==> config.mk <==
export PLATFORM = sky130hd
export DESIGN_NAME = keyboard_controller_with_key_queue
export DESIGN_NICKNAME = d
export VERILOG_FILES = /design/src/design/kbdq_pkg.sv /design/src/design/kbdq_ctrl.sv /design/src/design/kbdq_dp.sv /design/src/design/keyboard_controller_with_key_queue.sv
export VERILOG_INCLUDE_DIRS = /design/src /design/src/design
export SDC_FILE = /design/constraint.sdc
export NUM_CORES = 2
export LEC_CHECK = 0
export BUFFER_PORTS_ARGS = -buffer_cell sky130_fd_sc_hd__buf_2
export CAP_MARGIN = 5
export CORE_UTILIZATION = 45
export DETAILED_ROUTE_END_ITERATION = 6
export SLEW_MARGIN = 10
export SYNTH_ARGS = -nofsm -noshare
export SYNTH_HDL_FRONTEND = slang
export SYNTH_SLANG_ARGS = --single-unit
==> constraint.sdc <==
create_clock -name clk -period 7.7 [get_ports clk]
set_input_delay 0 -clock clk [delete_from_list [all_inputs] [get_ports clk]]
set_output_delay 0 -clock clk [all_outputs]
set_load 0.02 [all_outputs]
==> src/design/keyboard_controller_with_key_queue_defines.svh <==
// Assertion macros shared by the keyboard controller modules.
// Every module that uses them has ports named clk and rst_n.
`ifndef KEYBOARD_CONTROLLER_WITH_KEY_QUEUE_DEFINES_SVH
`define KEYBOARD_CONTROLLER_WITH_KEY_QUEUE_DEFINES_SVH

// Checks a plain condition at every clock edge outside reset.
`define KBDQ_ASSERT(lbl, prop, msg) \
  lbl: assert property (@(posedge clk) disable iff (!rst_n) (prop)) else $error(msg);

// Checks that one condition leads to another in the same cycle.
`define KBDQ_ASSERT_IMPL(lbl, ante, cons, msg) \
  lbl: assert property (@(posedge clk) disable iff (!rst_n) (ante) |-> (cons)) \
    else $error(msg);

// Checks that one condition leads to another in the next cycle.
`define KBDQ_ASSERT_NEXT(lbl, ante, cons, msg) \
  lbl: assert property (@(posedge clk) disable iff (!rst_n) (ante) |=> (cons)) \
    else $error(msg);

`endif

==> src/design/kbdq_pkg.sv <==
`default_nettype none

package kbdq_pkg;

  localparam int QUEUE_DEPTH_DEF = 256;
  localparam int KEY_SPACE_DEF   = 256;

  localparam logic [15:0] CMD_CLEAR  = 16'd0;
  localparam logic [15:0] CMD_POP    = 16'd1;
  localparam logic [15:0] CMD_QUERY  = 16'd2;
  localparam logic [15:0] CMD_SETMSG = 16'd3;

  localparam logic MODE_KEY = 1'b0;

  typedef struct packed {
    logic        mode;
    logic [7:0]  key_code;
    logic        key_down;
    logic [15:0] cpu_reg_a;
    logic [15:0] cpu_reg_b;
  } in_item_t;

  typedef struct packed {
    logic        write_c;
    logic [15:0] c_value;
    logic        raise_irq;
    logic [15:0] irq_message;
  } out_item_t;

  typedef enum logic [1:0] {
    ST_IDLE,
    ST_EXEC,
    ST_RESP,
    ST_FULL
  } state_t;

  typedef struct packed {
    logic capture;
    logic exec;
  } dp_cmd_t;

endpackage

`default_nettype wire

==> src/design/kbdq_ctrl.sv <==
`default_nettype none
`include "keyboard_controller_with_key_queue_defines.svh"

module kbdq_ctrl (
  input  wire logic              clk,
  input  wire logic              rst_n,
  input  wire logic              in_valid,
  output logic                   in_stall,
  output logic                   out_valid,
  input  wire logic              out_stall,
  output kbdq_pkg::dp_cmd_t      cmd
);

  kbdq_pkg::state_t state_r, state_nxt;

  always_ff @(posedge clk) begin
    if (!rst_n) begin
      state_r <= kbdq_pkg::ST_IDLE;
    end else begin
      state_r <= state_nxt;
    end
  end

  always_comb begin
    state_nxt = state_r;
    case (state_r)
      kbdq_pkg::ST_IDLE: begin
        if (in_valid) state_nxt = kbdq_pkg::ST_EXEC;
      end
      kbdq_pkg::ST_EXEC: begin
        state_nxt = kbdq_pkg::ST_RESP;
      end
      kbdq_pkg::ST_RESP: begin
        if (in_valid) begin
          state_nxt = out_stall ? kbdq_pkg::ST_FULL : kbdq_pkg::ST_EXEC;
        end else if (!out_stall) begin
          state_nxt = kbdq_pkg::ST_IDLE;
        end
      end
      kbdq_pkg::ST_FULL: begin
        if (!out_stall) state_nxt = kbdq_pkg::ST_EXEC;
      end
      default: state_nxt = kbdq_pkg::ST_IDLE;
    endcase
  end

  always_comb begin
    in_stall    = 1'b1;
    out_valid   = 1'b0;
    cmd.capture = 1'b0;
    cmd.exec    = 1'b0;
    case (state_r)
      kbdq_pkg::ST_IDLE: begin
        in_stall    = 1'b0;
        cmd.capture = in_valid;
      end
      kbdq_pkg::ST_EXEC: begin
        cmd.exec = 1'b1;
      end
      kbdq_pkg::ST_RESP: begin
        in_stall    = 1'b0;
        out_valid   = 1'b1;
        cmd.capture = in_valid;
      end
      kbdq_pkg::ST_FULL: begin
        out_valid = 1'b1;
      end
      default: begin
        in_stall = 1'b1;
      end
    endcase
  end

  // One more item can be taken in while a result waits; it executes once that result is taken.
  `KBDQ_ASSERT_IMPL(a_no_exec_pending, out_valid, !cmd.exec, "item executed over pending result")
  `KBDQ_ASSERT_NEXT(a_exec_to_resp, cmd.exec, out_valid, "executed item gave no result")
  `KBDQ_ASSERT_NEXT(a_capture_exec, cmd.capture, cmd.exec || out_valid, "captured item lost")

endmodule

`default_nettype wire

==> src/design/kbdq_dp.sv <==
`default_nettype none

module kbdq_dp #(
  parameter int QUEUE_DEPTH = kbdq_pkg::QUEUE_DEPTH_DEF,
  parameter int KEY_SPACE   = kbdq_pkg::KEY_SPACE_DEF
) (
  input  wire logic                clk,
  input  wire logic                rst_n,
  input  wire kbdq_pkg::dp_cmd_t   cmd,
  input  wire kbdq_pkg::in_item_t  in_data,
  output kbdq_pkg::out_item_t      out_data
);

  localparam int QW     = $clog2(QUEUE_DEPTH);
  localparam int KIDX_W = $clog2(KEY_SPACE);

  kbdq_pkg::in_item_t  it_r;
  kbdq_pkg::out_item_t res_r, res_nxt;

  logic [KEY_SPACE-1:0] pressed_r;
  logic [7:0]           queue_mem [QUEUE_DEPTH];
  logic [7:0]           rdata_r;
  logic                 pop_hit_r;
  logic [QW-1:0]        rd_ptr_r, rd_ptr_nxt;
  logic [QW-1:0]        wr_ptr_r, wr_ptr_nxt;
  logic [15:0]          msg_r, msg_nxt;

  logic [7:0]        lookup_code;
  logic [KIDX_W-1:0] kidx;
  logic              key_in_space;
  logic              key_bit;
  logic              is_key;
  logic              key_chg;
  logic              push;
  logic              pop;
  logic [QW-1:0]     wr_ptr_inc;
  logic [QW-1:0]     rd_ptr_inc;

  always_ff @(posedge clk) begin
    if (cmd.capture) it_r <= in_data;
  end

  // Key events look up their own code; a query looks up the low byte of B.
  assign is_key       = (it_r.mode == kbdq_pkg::MODE_KEY);
  assign lookup_code  = is_key ? it_r.key_code : it_r.cpu_reg_b[7:0];
  assign key_in_space = ({1'b0, lookup_code} < 9'(KEY_SPACE));
  assign kidx         = lookup_code[KIDX_W-1:0];
  assign key_bit      = key_in_space && pressed_r[kidx];
  assign key_chg      = is_key && key_in_space && (key_bit != it_r.key_down);
  assign push         = key_chg && !it_r.key_down;
  assign pop          = !is_key && (it_r.cpu_reg_a == kbdq_pkg::CMD_POP) &&
                        (rd_ptr_r != wr_ptr_r);

  assign wr_ptr_inc = (wr_ptr_r == QW'(QUEUE_DEPTH - 1)) ? '0 : wr_ptr_r + 1'b1;
  assign rd_ptr_inc = (rd_ptr_r == QW'(QUEUE_DEPTH - 1)) ? '0 : rd_ptr_r + 1'b1;

  always_comb begin
    res_nxt    = '0;
    rd_ptr_nxt = rd_ptr_r;
    wr_ptr_nxt = wr_ptr_r;
    msg_nxt    = msg_r;
    if (is_key) begin
      if (key_chg && msg_r != 16'd0) begin
        res_nxt.raise_irq   = 1'b1;
        res_nxt.irq_message = msg_r;
      end
      if (push) wr_ptr_nxt = wr_ptr_inc;
    end else begin
      case (it_r.cpu_reg_a)
        kbdq_pkg::CMD_CLEAR: begin
          rd_ptr_nxt = wr_ptr_r;
        end
        kbdq_pkg::CMD_POP: begin
          res_nxt.write_c = 1'b1;
          if (pop) rd_ptr_nxt = rd_ptr_inc;
        end
        kbdq_pkg::CMD_QUERY: begin
          res_nxt.write_c = 1'b1;
          res_nxt.c_value = 16'(key_bit);
        end
        kbdq_pkg::CMD_SETMSG: begin
          msg_nxt = it_r.cpu_reg_b;
        end
        default: begin
          res_nxt = '0;
        end
      endcase
    end
  end

  always_ff @(posedge clk) begin
    if (!rst_n) begin
      pressed_r <= '0;
      rd_ptr_r  <= '0;
      wr_ptr_r  <= '0;
      msg_r     <= '0;
    end else if (cmd.exec) begin
      rd_ptr_r <= rd_ptr_nxt;
      wr_ptr_r <= wr_ptr_nxt;
      msg_r    <= msg_nxt;
      if (key_chg) pressed_r[kidx] <= it_r.key_down;
    end
  end

  always_ff @(posedge clk) begin
    if (cmd.exec) begin
      res_r     <= res_nxt;
      pop_hit_r <= pop;
    end
  end

  always_ff @(posedge clk) begin
    if (cmd.exec && push) queue_mem[wr_ptr_r] <= it_r.key_code;
  end

  always_ff @(posedge clk) begin
    if (cmd.exec && pop) rdata_r <= queue_mem[rd_ptr_r];
  end

  always_comb begin
    out_data = res_r;
    if (pop_hit_r) out_data.c_value = {8'd0, rdata_r};
  end

endmodule

`default_nettype wire

==> src/design/keyboard_controller_with_key_queue.sv <==
// After an input transfer the EXEC state updates the key table and queue, and the
// RESP state then presents the result. One further item can transfer in while a
// result is offered; it executes only after that result has transferred out.
// Reset (synchronous, active low) clears all key bits, both queue pointers and the
// interrupt message; queue contents are not cleared and need no clearing pass.
`default_nettype none
`include "keyboard_controller_with_key_queue_defines.svh"

module keyboard_controller_with_key_queue #(
  parameter int QUEUE_DEPTH = kbdq_pkg::QUEUE_DEPTH_DEF,
  parameter int KEY_SPACE   = kbdq_pkg::KEY_SPACE_DEF
) (
  input  wire logic                clk,
  input  wire logic                rst_n,
  input  wire logic                in_valid,
  output logic                     in_stall,
  input  wire kbdq_pkg::in_item_t  in_data,
  output logic                     out_valid,
  input  wire logic                out_stall,
  output kbdq_pkg::out_item_t      out_data
);

  kbdq_pkg::dp_cmd_t cmd;

  kbdq_ctrl u_ctrl (
    .clk       (clk),
    .rst_n     (rst_n),
    .in_valid  (in_valid),
    .in_stall  (in_stall),
    .out_valid (out_valid),
    .out_stall (out_stall),
    .cmd       (cmd)
  );

  kbdq_dp #(
    .QUEUE_DEPTH (QUEUE_DEPTH),
    .KEY_SPACE   (KEY_SPACE)
  ) u_dp (
    .clk      (clk),
    .rst_n    (rst_n),
    .cmd      (cmd),
    .in_data  (in_data),
    .out_data (out_data)
  );

  // A result comes either from a key event or from a command, never both.
  `KBDQ_ASSERT(a_irq_xor_c, !(out_valid && out_data.write_c && out_data.raise_irq),
    "irq and C write together")
  `KBDQ_ASSERT_IMPL(a_irq_msg, out_valid && out_data.raise_irq,
    out_data.irq_message != 16'd0, "irq with zero message")

endmodule

`default_nettype wire
=== After elaboration in Yosys (flattened, before gate mapping) ===
Memories as Yosys holds them, arrays and structs flattened. A register that Yosys moved wholly into a read port is not among the register bits.
Cells that the tools add are included.

* Memory bits (writable): 2048
* Bits in read-only memories: 0
* Bits in latches: 0
* Logic and storage cells: 85
* Flip-flop bits (word level): 367
* Input bits: 46
* Memories: 1
* Output and inout port bits: 36

* Eq/ne operators: 14
* Bitwise logic cells: 2
* Shift-type cells: 0
* $add $sub $neg: 2
* Reduce and logical (&&, ||, !) cells: 23
* Divide/modulo/power cells: 0
* Order comparisons: 2
* Mux-type cells: 25
* $mul: 0

{| class="wikitable"
|+ Memories
! memory !! words !! bits a word !! rd ports !! clocked after Yosys merged registers in !! wr ports !! RTL line !! source
|-
| u_dp.queue_mem || 256 || 8 || 1 || 1 || 1 || kbdq_dp.sv:21 || <nowiki>logic [7:0] queue_mem [QUEUE_DEPTH];</nowiki>
|}

{| class="wikitable"
|+ Operator list
! operator !! count
|-
| bitwise mux 256 bit || 1
|-
| equality test 16 x 2 -> 1 bit, second input constant || 2
|-
| 2-to-1 mux 8 bit || 4
|-
| 2-to-1 mux 17 bit || 1
|-
| adder 8 x 1 -> 8 bit, second input constant || 2
|-
| equality test 16 x 1 -> 1 bit, second input constant || 1
|-
| equality test 8 bit, second input constant || 2
|-
| zero test 16 bit || 1
|-
| 2-to-1 mux 16 bit || 1
|-
| case mux 8 bit (2 select lines) || 1
|-
| nonzero test 16 bit || 1
|-
| 2-to-1 mux 2 bit || 5
|-
| < comparator 8 x 9 -> 1 bit, second input constant || 1
|-
| 2-to-1 mux 1 bit || 9
|-
| AND reduction 3 bit || 3
|-
| binary-select mux 1 bit (select 8 bit) || 1
|-
| demux 1 bit (select 8 bit) || 1
|-
| greater-or-equal comparator 8 x 1 -> 1 bit, second input constant || 1
|-
| logical AND 1 bit || 8
|-
| != test 8 bit || 1
|-
| case mux 2 bit (4 select lines) || 1
|-
| OR reduction 2 bit || 4
|-
| equality test 2 bit, second input constant || 2
|-
| != test 2 bit, second input constant || 2
|-
| 10 further kinds || 12
|}

=== Longest topological paths before layout ===
* Depth after elaboration: 9
* Gate-level depth with buffers: 17

=== Hierarchy ===
Synthesis repeated with hierarchy kept, for this count alone.

* Cell total of the unflattened synthesis: 5894
* Area, all modules: 99095.0 µm²

{| class="wikitable"
|+ Modules (own cells, without submodules)
! module !! area an instance (µm²) !! seq. area each (µm²) !! times used !! cells each
|-
| kbdq_dp || 98842.3 || 69366.5 || 1 || 5867
|-
| kbdq_ctrl || 252.7 || 40.0 || 1 || 27
|}

=== Worst setup path after synthesis ===
OpenSTA, ideal clock, no wires.

* Path kind: register to register
* Start point: register u_dp.it_r[33] (netlist bit)
* End point: memory u_dp.queue_mem[135][0] (enable)
* Arrival time: 6698 ps
* Cell stages (with the launch flop): 13
* Clock period less this slack: 7093 ps
* Setup slack: 607 ps
* Setup time: 395 ps
* Data required time: 7305 ps
* Cell sequence: edfxtp_1 -> or3b_1 -> clkbuf_2 -> buf_2 -> a21oi_1 -> or4_1 -> a22oi_1 -> nand4b_1 -> a41oi_1 -> nor4_4 -> or4b_1 -> buf_2 -> nor4_1

* Cells in the longest elaborated chain, start to end: 9

{| class="wikitable"
|+ RTL lines
! what !! RTL line !! source
|-
| start: declaration || kbdq_dp.sv:17 || <nowiki>kbdq_pkg::in_item_t it_r;</nowiki>
|-
| start signal: assignment || kbdq_dp.sv:40 || <nowiki>if (cmd.capture) it_r <= in_data;</nowiki>
|-
| 2-to-1 mux 8 bit || kbdq_dp.sv:45 || <nowiki>assign lookup_code = is_key ? it_r.key_code : it_r.cpu_reg_b[7:0];</nowiki>
|-
| binary-select mux 1 bit (select 8 bit) || kbdq_dp.sv:48 || <nowiki>assign key_bit = key_in_space && pressed_r[kidx];</nowiki>
|-
| 2-to-1 mux 1 bit (not written as such) || kbdq_dp.sv:48 ||
|-
| != test 1 bit || kbdq_dp.sv:49 || <nowiki>assign key_chg = is_key && key_in_space && (key_bit != it_r.key_down);</nowiki>
|-
| logical AND 1 bit || kbdq_dp.sv:49 ||
|-
| logical AND 1 bit || kbdq_dp.sv:50 || <nowiki>assign push = key_chg && !it_r.key_down;</nowiki>
|-
| logical AND 1 bit || kbdq_dp.sv:113 || <nowiki>if (cmd.exec && push) queue_mem[wr_ptr_r] <= it_r.key_code;</nowiki>
|-
| 2-to-1 mux 1 bit || kbdq_dp.sv:113 ||
|-
| 2-to-1 mux 1 bit (not written as such) || kbdq_dp.sv:113 ||
|-
| end: declaration || kbdq_dp.sv:21 ||
|}

No other way between the ends. The select of a mux whose other input is x is not followed.

=== Final worst setup path ===
* Start point: register u_dp.it_r[41] (netlist bit)
* End point: register u_dp.pressed_r[200]

* Cells in the longest elaborated chain, start to end: 6
* Elaborated cells on any way between the ends: 13
* Classes of those cells: order compare: 2; eq/ne: 1; mux: 6; bitwise: 1; reduce/logical: 3

{| class="wikitable"
|+ RTL lines
! what !! RTL line !! source
|-
| 2-to-1 mux 8 bit || kbdq_dp.sv:45 ||
|-
| binary-select mux 1 bit (select 8 bit), or another cell as far along || kbdq_dp.sv:48 ||
|-
| 2-to-1 mux 1 bit (not written as such) or logical AND 1 bit (tied branches) || kbdq_dp.sv:48, kbdq_dp.sv:101 ||
|-
| != test 1 bit or 2-to-1 mux 1 bit (tied branches) || kbdq_dp.sv:49, kbdq_dp.sv:101 ||
|-
| logical AND 1 bit or demux 1 bit (select 8 bit) (tied branches) || -- ||
|-
| AND reduction 2 bit (no line) or bitwise mux 256 bit (tied branches) || -- ||
|-
| end signal: indexed assignment || kbdq_dp.sv:101 || <nowiki>if (key_chg) pressed_r[kidx] <= it_r.key_down;</nowiki>
|-
| end: declaration || kbdq_dp.sv:20 || <nowiki>logic [KEY_SPACE-1:0] pressed_r;</nowiki>
|}

Parallel ways exist; a longest one is shown, timed or not. The select of a mux whose other input is x is not followed.
A chain may end at the register's enable or synchronous reset.

==> impl.org <==
** STA
- Slew at the pin closest to its max-slew limit :: 1.23 ns
- Total Neg Setup Slack :: 0 ns
- Final Setup Violations :: 0
- Fin Clk Skew :: 0.0419 ns
- RSZ-0062 raised after global routing :: false
- The number of max-slew violations in the final report was 0.
- Endpoints failing hold :: 0
- Static timing analysis puts the maximum clock frequency at 154 MHz.
- The worst pin sits at a relative slew slack of 17.8%.
- The final critical path takes up 84.3% of the cycle.
- The worst path needs 6.49 ns of the cycle, external delays included.

** Global route
- The via count of the first global-routing pass came to 54200.
- The number of antenna violations at the first check in global routing was 7.
- Tot GR Track Use :: 23.1%
- Wire length of the first global-routing pass :: 381000 um
- Entering global routing, the biggest net connects 263 pins.
- Total congestion overflow :: 0

** Synthesis
- Count of flip-flops with a built-in enable after synthesis :: 2118
- Library cell with the highest instance count after synthesis :: sky130_fd_sc_hd__edfxtp_1
- Share of the yosys chip area belonging to registers :: 69.9%
- Main synth FF type :: sky130_fd_sc_hd__edfxtp_1
- Number of unique standard cell types used by synthesis :: 69
- Sorting the synthesized cells by how often they occur yields sky130_fd_sc_hd__edfxtp_1 (2118), sky130_fd_sc_hd__mux4_2 (667), sky130_fd_sc_hd__nand3_1 (556).
- Share of Yosys cell area claimed by the top area cell type :: 64.0%
- Synthesis inferred 2408 register bits.
- A synthesized cell averages 16.8 um^2.
- Synthesis produced 5910 cells.
- During synthesis, Yosys emitted a total of 0 warnings.
- Summing every instance area after synthesis gives 99300 um^2.
- Post-synth top area cell :: sky130_fd_sc_hd__edfxtp_1
- Share of synthesized registers carrying an async set or reset :: 0%
- Main area contributors after synthesis :: sky130_fd_sc_hd__edfxtp_1 (64%), sky130_fd_sc_hd__mux4_2 (15%), sky130_fd_sc_hd__dfxtp_1 (5.8%)

** Critical path
- Data on the critical path is required at its endpoint by 8.50 ns.
- The largest single stage delay on the critical path is 0.99 ns.
- Buf/Inv on CP :: 4
- Type of origin of the critical path :: register
- Walking the worst path, the cells encountered are buf_4, nand3b_1, and2_4, o22ai_1, o21ai_0, nand4b_1, a41oi_2, nor4_4, buf_4, buf_4, buf_4, nand3_1, nand3_1.
- Max stage delay cell, worst path :: sky130_fd_sc_hd__buf_4
- The critical path in this run is classified as reg -> reg.
- Kind of cell adding the most delay to the critical path :: buffers and inverters
- The worst setup path is captured at a register.
- Critical path fanouts, max :: 118
- Most prevalent standard cell on the critical path :: sky130_fd_sc_hd__buf_4
- Arr. time, crit path :: 7.29 ns

** Die
- Site Rows :: 172
- Once the floorplan was initialized, standard cells occupied 45.3% of the core.
- The floorplan step set the die height to 472 um.
- Number of primary I/O pins :: 82
- The die covers 223000 um^2.
- The floorplan step set the die width to 472 um.
- The floorplan step defined a core boundary enclosing 220000 um^2.

** Hold path
- Classification of the worst-slack hold path :: in -> reg

** Detailed routing
- The detailed router finished its first iteration with 7126 violations.
- Routed Wire Length :: 259000 um
- Total via count after detailed routing :: 55800
- Before antenna repair, the detailed router went through 7 iterations.
- Once detail routing completed, the nets flagged for antenna violations numbered 0.
- Routed wire per std cell :: 28.9 um
- In the routed design, unresolved DRC markers number 0.
- Avg Vias per Cell :: 6.23

** Placement
- The HPWL after detailed placement is 155000 um.
- Routability-driven placement finished with a final weighted congestion of 0.893.
- Port buffering added 73 buffers.

** Clock network
- CTS sink count :: 2408
- CTS H-tree lvls :: 4
- No sink is reached through more buffers than the 3 on the longest clock path.
- Number of cells upsized or downsized after cts :: 0
- Number of buffers added by the clock tree synthesis step :: 241
- Post-CTS timing repair inserted 0 buffers for setup.
- In this run, post-CTS hold repair placed 88 buffers.
- After clock tree synthesis, the clock-pin slew on the worst setup and hold paths is 0.06 ns.
- Clock tree from TritonCTS :: done
- The later pin in the worst-skew pair is clocked with a latency of 0.90 ns.
- CTS placed an instance of sky130_fd_sc_hd__clkbuf_16 at the clock tree root.

** Power
- Leak Pwr :: 33.8 nW
- The worst-case IR drop observed on VDD is 237 uV.
- PD cells :: 248 nW/um^2
- Power comes to 27.4 mW.

** Run
- The tool flagged a number of max-cap violations equal to 0.

** Cells and area
- From synthesis to final layout, the design area changed by 11.3%.
- The net count of the finished layout is 5938.
- In the final layout, the share of cells above drive strength 1 is 20.2%.

** Status
- Outcome :: finished clean
-- cell families (layout without fill, tap and decap cells) --
group / after synthesis / in the layout / share of synthesized area (%)
compound gates: 586 / 586 / 4.39
xor+xnor: 10 / 10 / 0.0957
fa+ha+maj: 9 / 9 / 0.113
buf+inv: 565 / 738 / 2.64
flops: 2408 / 2408 / 69.9
mux: 701 / 701 / 15.5
other cells: 1 / 12 / 0.00377
simple gates: 1630 / 1630 / 7.42
-- final timing paths --
| path | startpoint | endpoint | slack (ns) | cells after the start |
|---|---|---|---|---|
| max reg2reg | u_dp.it_r[41] | u_dp.pressed_r[200] | 1.21 | 13 |
| min reg2reg | u_dp.pressed_r[35] | u_dp.pressed_r[35] | 0.50 | 2 |
| min | in_valid | u_ctrl.state_r[1] | 0.27 | 6 |
| max | u_dp.it_r[41] | u_dp.pressed_r[200] | 1.21 | 13 |
-- metrics by stage --
stage	hold slack, ns	area [um^2]	setup slack [ns]	std cells	util [%]
5_1_grt	0.303	111000	0.952	8964	50.4
2_1_floorplan	0.0989	99400	0.607	5917	-
6_report	0.269	111000	1.21	8965	50.4
3_5_place_dp	0.179	102000	1.57	8423	46.4
4_1_cts	0.198	111000	1.54	8961	50.4
3_3_place_gp	0.179	102000	1.73	8423	46.4
-- final cells by class --
type                            instances  area (um^2)
Timing Repair Buffer                  270         2290
Clock buffer                          285         6200
Fill cell                           17700       109000
Clock inverter                        165         1590
Multi-Input combinational cell       2944        27400
Inverter                               18         72.6
Sequential cell                      2408        69400
Tap cell                             2871         3590
Antenna cell                            4         10.0
-- metal layers --
layer / track usage, % / share of wire, % / vias to the layer above
met5: 0 / 0.0050 / -
met2: 36.3 / 48 / 2319
met1: 33.5 / 43 / 29400
met3: 4.14 / 7.3 / 398
li1: - / - / 23700
met4: 5.76 / 2.4 / 2
-- layout by cell type (no fill, tap or decap), drive strengths merged, types with 6 or more instances in the layout --
master,count
nand2,337
o2111ai,16
buf,182
edfxtp,2118
o21ai,42
mux4,667
nor4,19
conb,8
or3,26
bufinv,26
a22oi,11
a21oi,87
nor3b,10
nand4b,9
clkinv,117
nor2b,29
inv,29
or4,9
a21o,46
dfxtp,290
nand4,26
mux2i,26
a211oi,6
nor2,544
and2,17
o41ai,6
nand3,556
or2,13
a31oi,9
nor3,11
dlygate4sd3,88
o22ai,66
o21bai,16
xor2,9
nand2b,9
clkinvlp,11
ha,9
clkbuf,285
mux2,8
o311ai,257
-- sequential cells by signal, indices dropped and copies added, names as in the netlist --
register / count
u_dp.wr_ptr_r: 8
u_dp.msg_r: 16
u_dp.rd_ptr_r: 8
u_dp.queue_mem: 2048
u_dp.pop_hit_r: 1
u_dp.rdata_r: 8
u_dp.it_r: 42
u_dp.out_data: 18
u_ctrl.state_r: 2
u_dp.pressed_r: 256
u_dp.res_r: 1
-- power by group --
part           switching, mW  leakage [nW]  internal (mW)
sequential            0.0310          21.4           14.4
combinational           1.11          8.58          0.243
clock                   5.04          3.79           6.61
-- worst register-to-register path: cells and delay by family, from the launching register on --
family          cells  cell delay, ns
buf+inv             4            2.80
simple gates        6            2.70
compound gates      3            0.53
flops               1            0.37
Note: power is estimated with default switching activity, not from simulation.
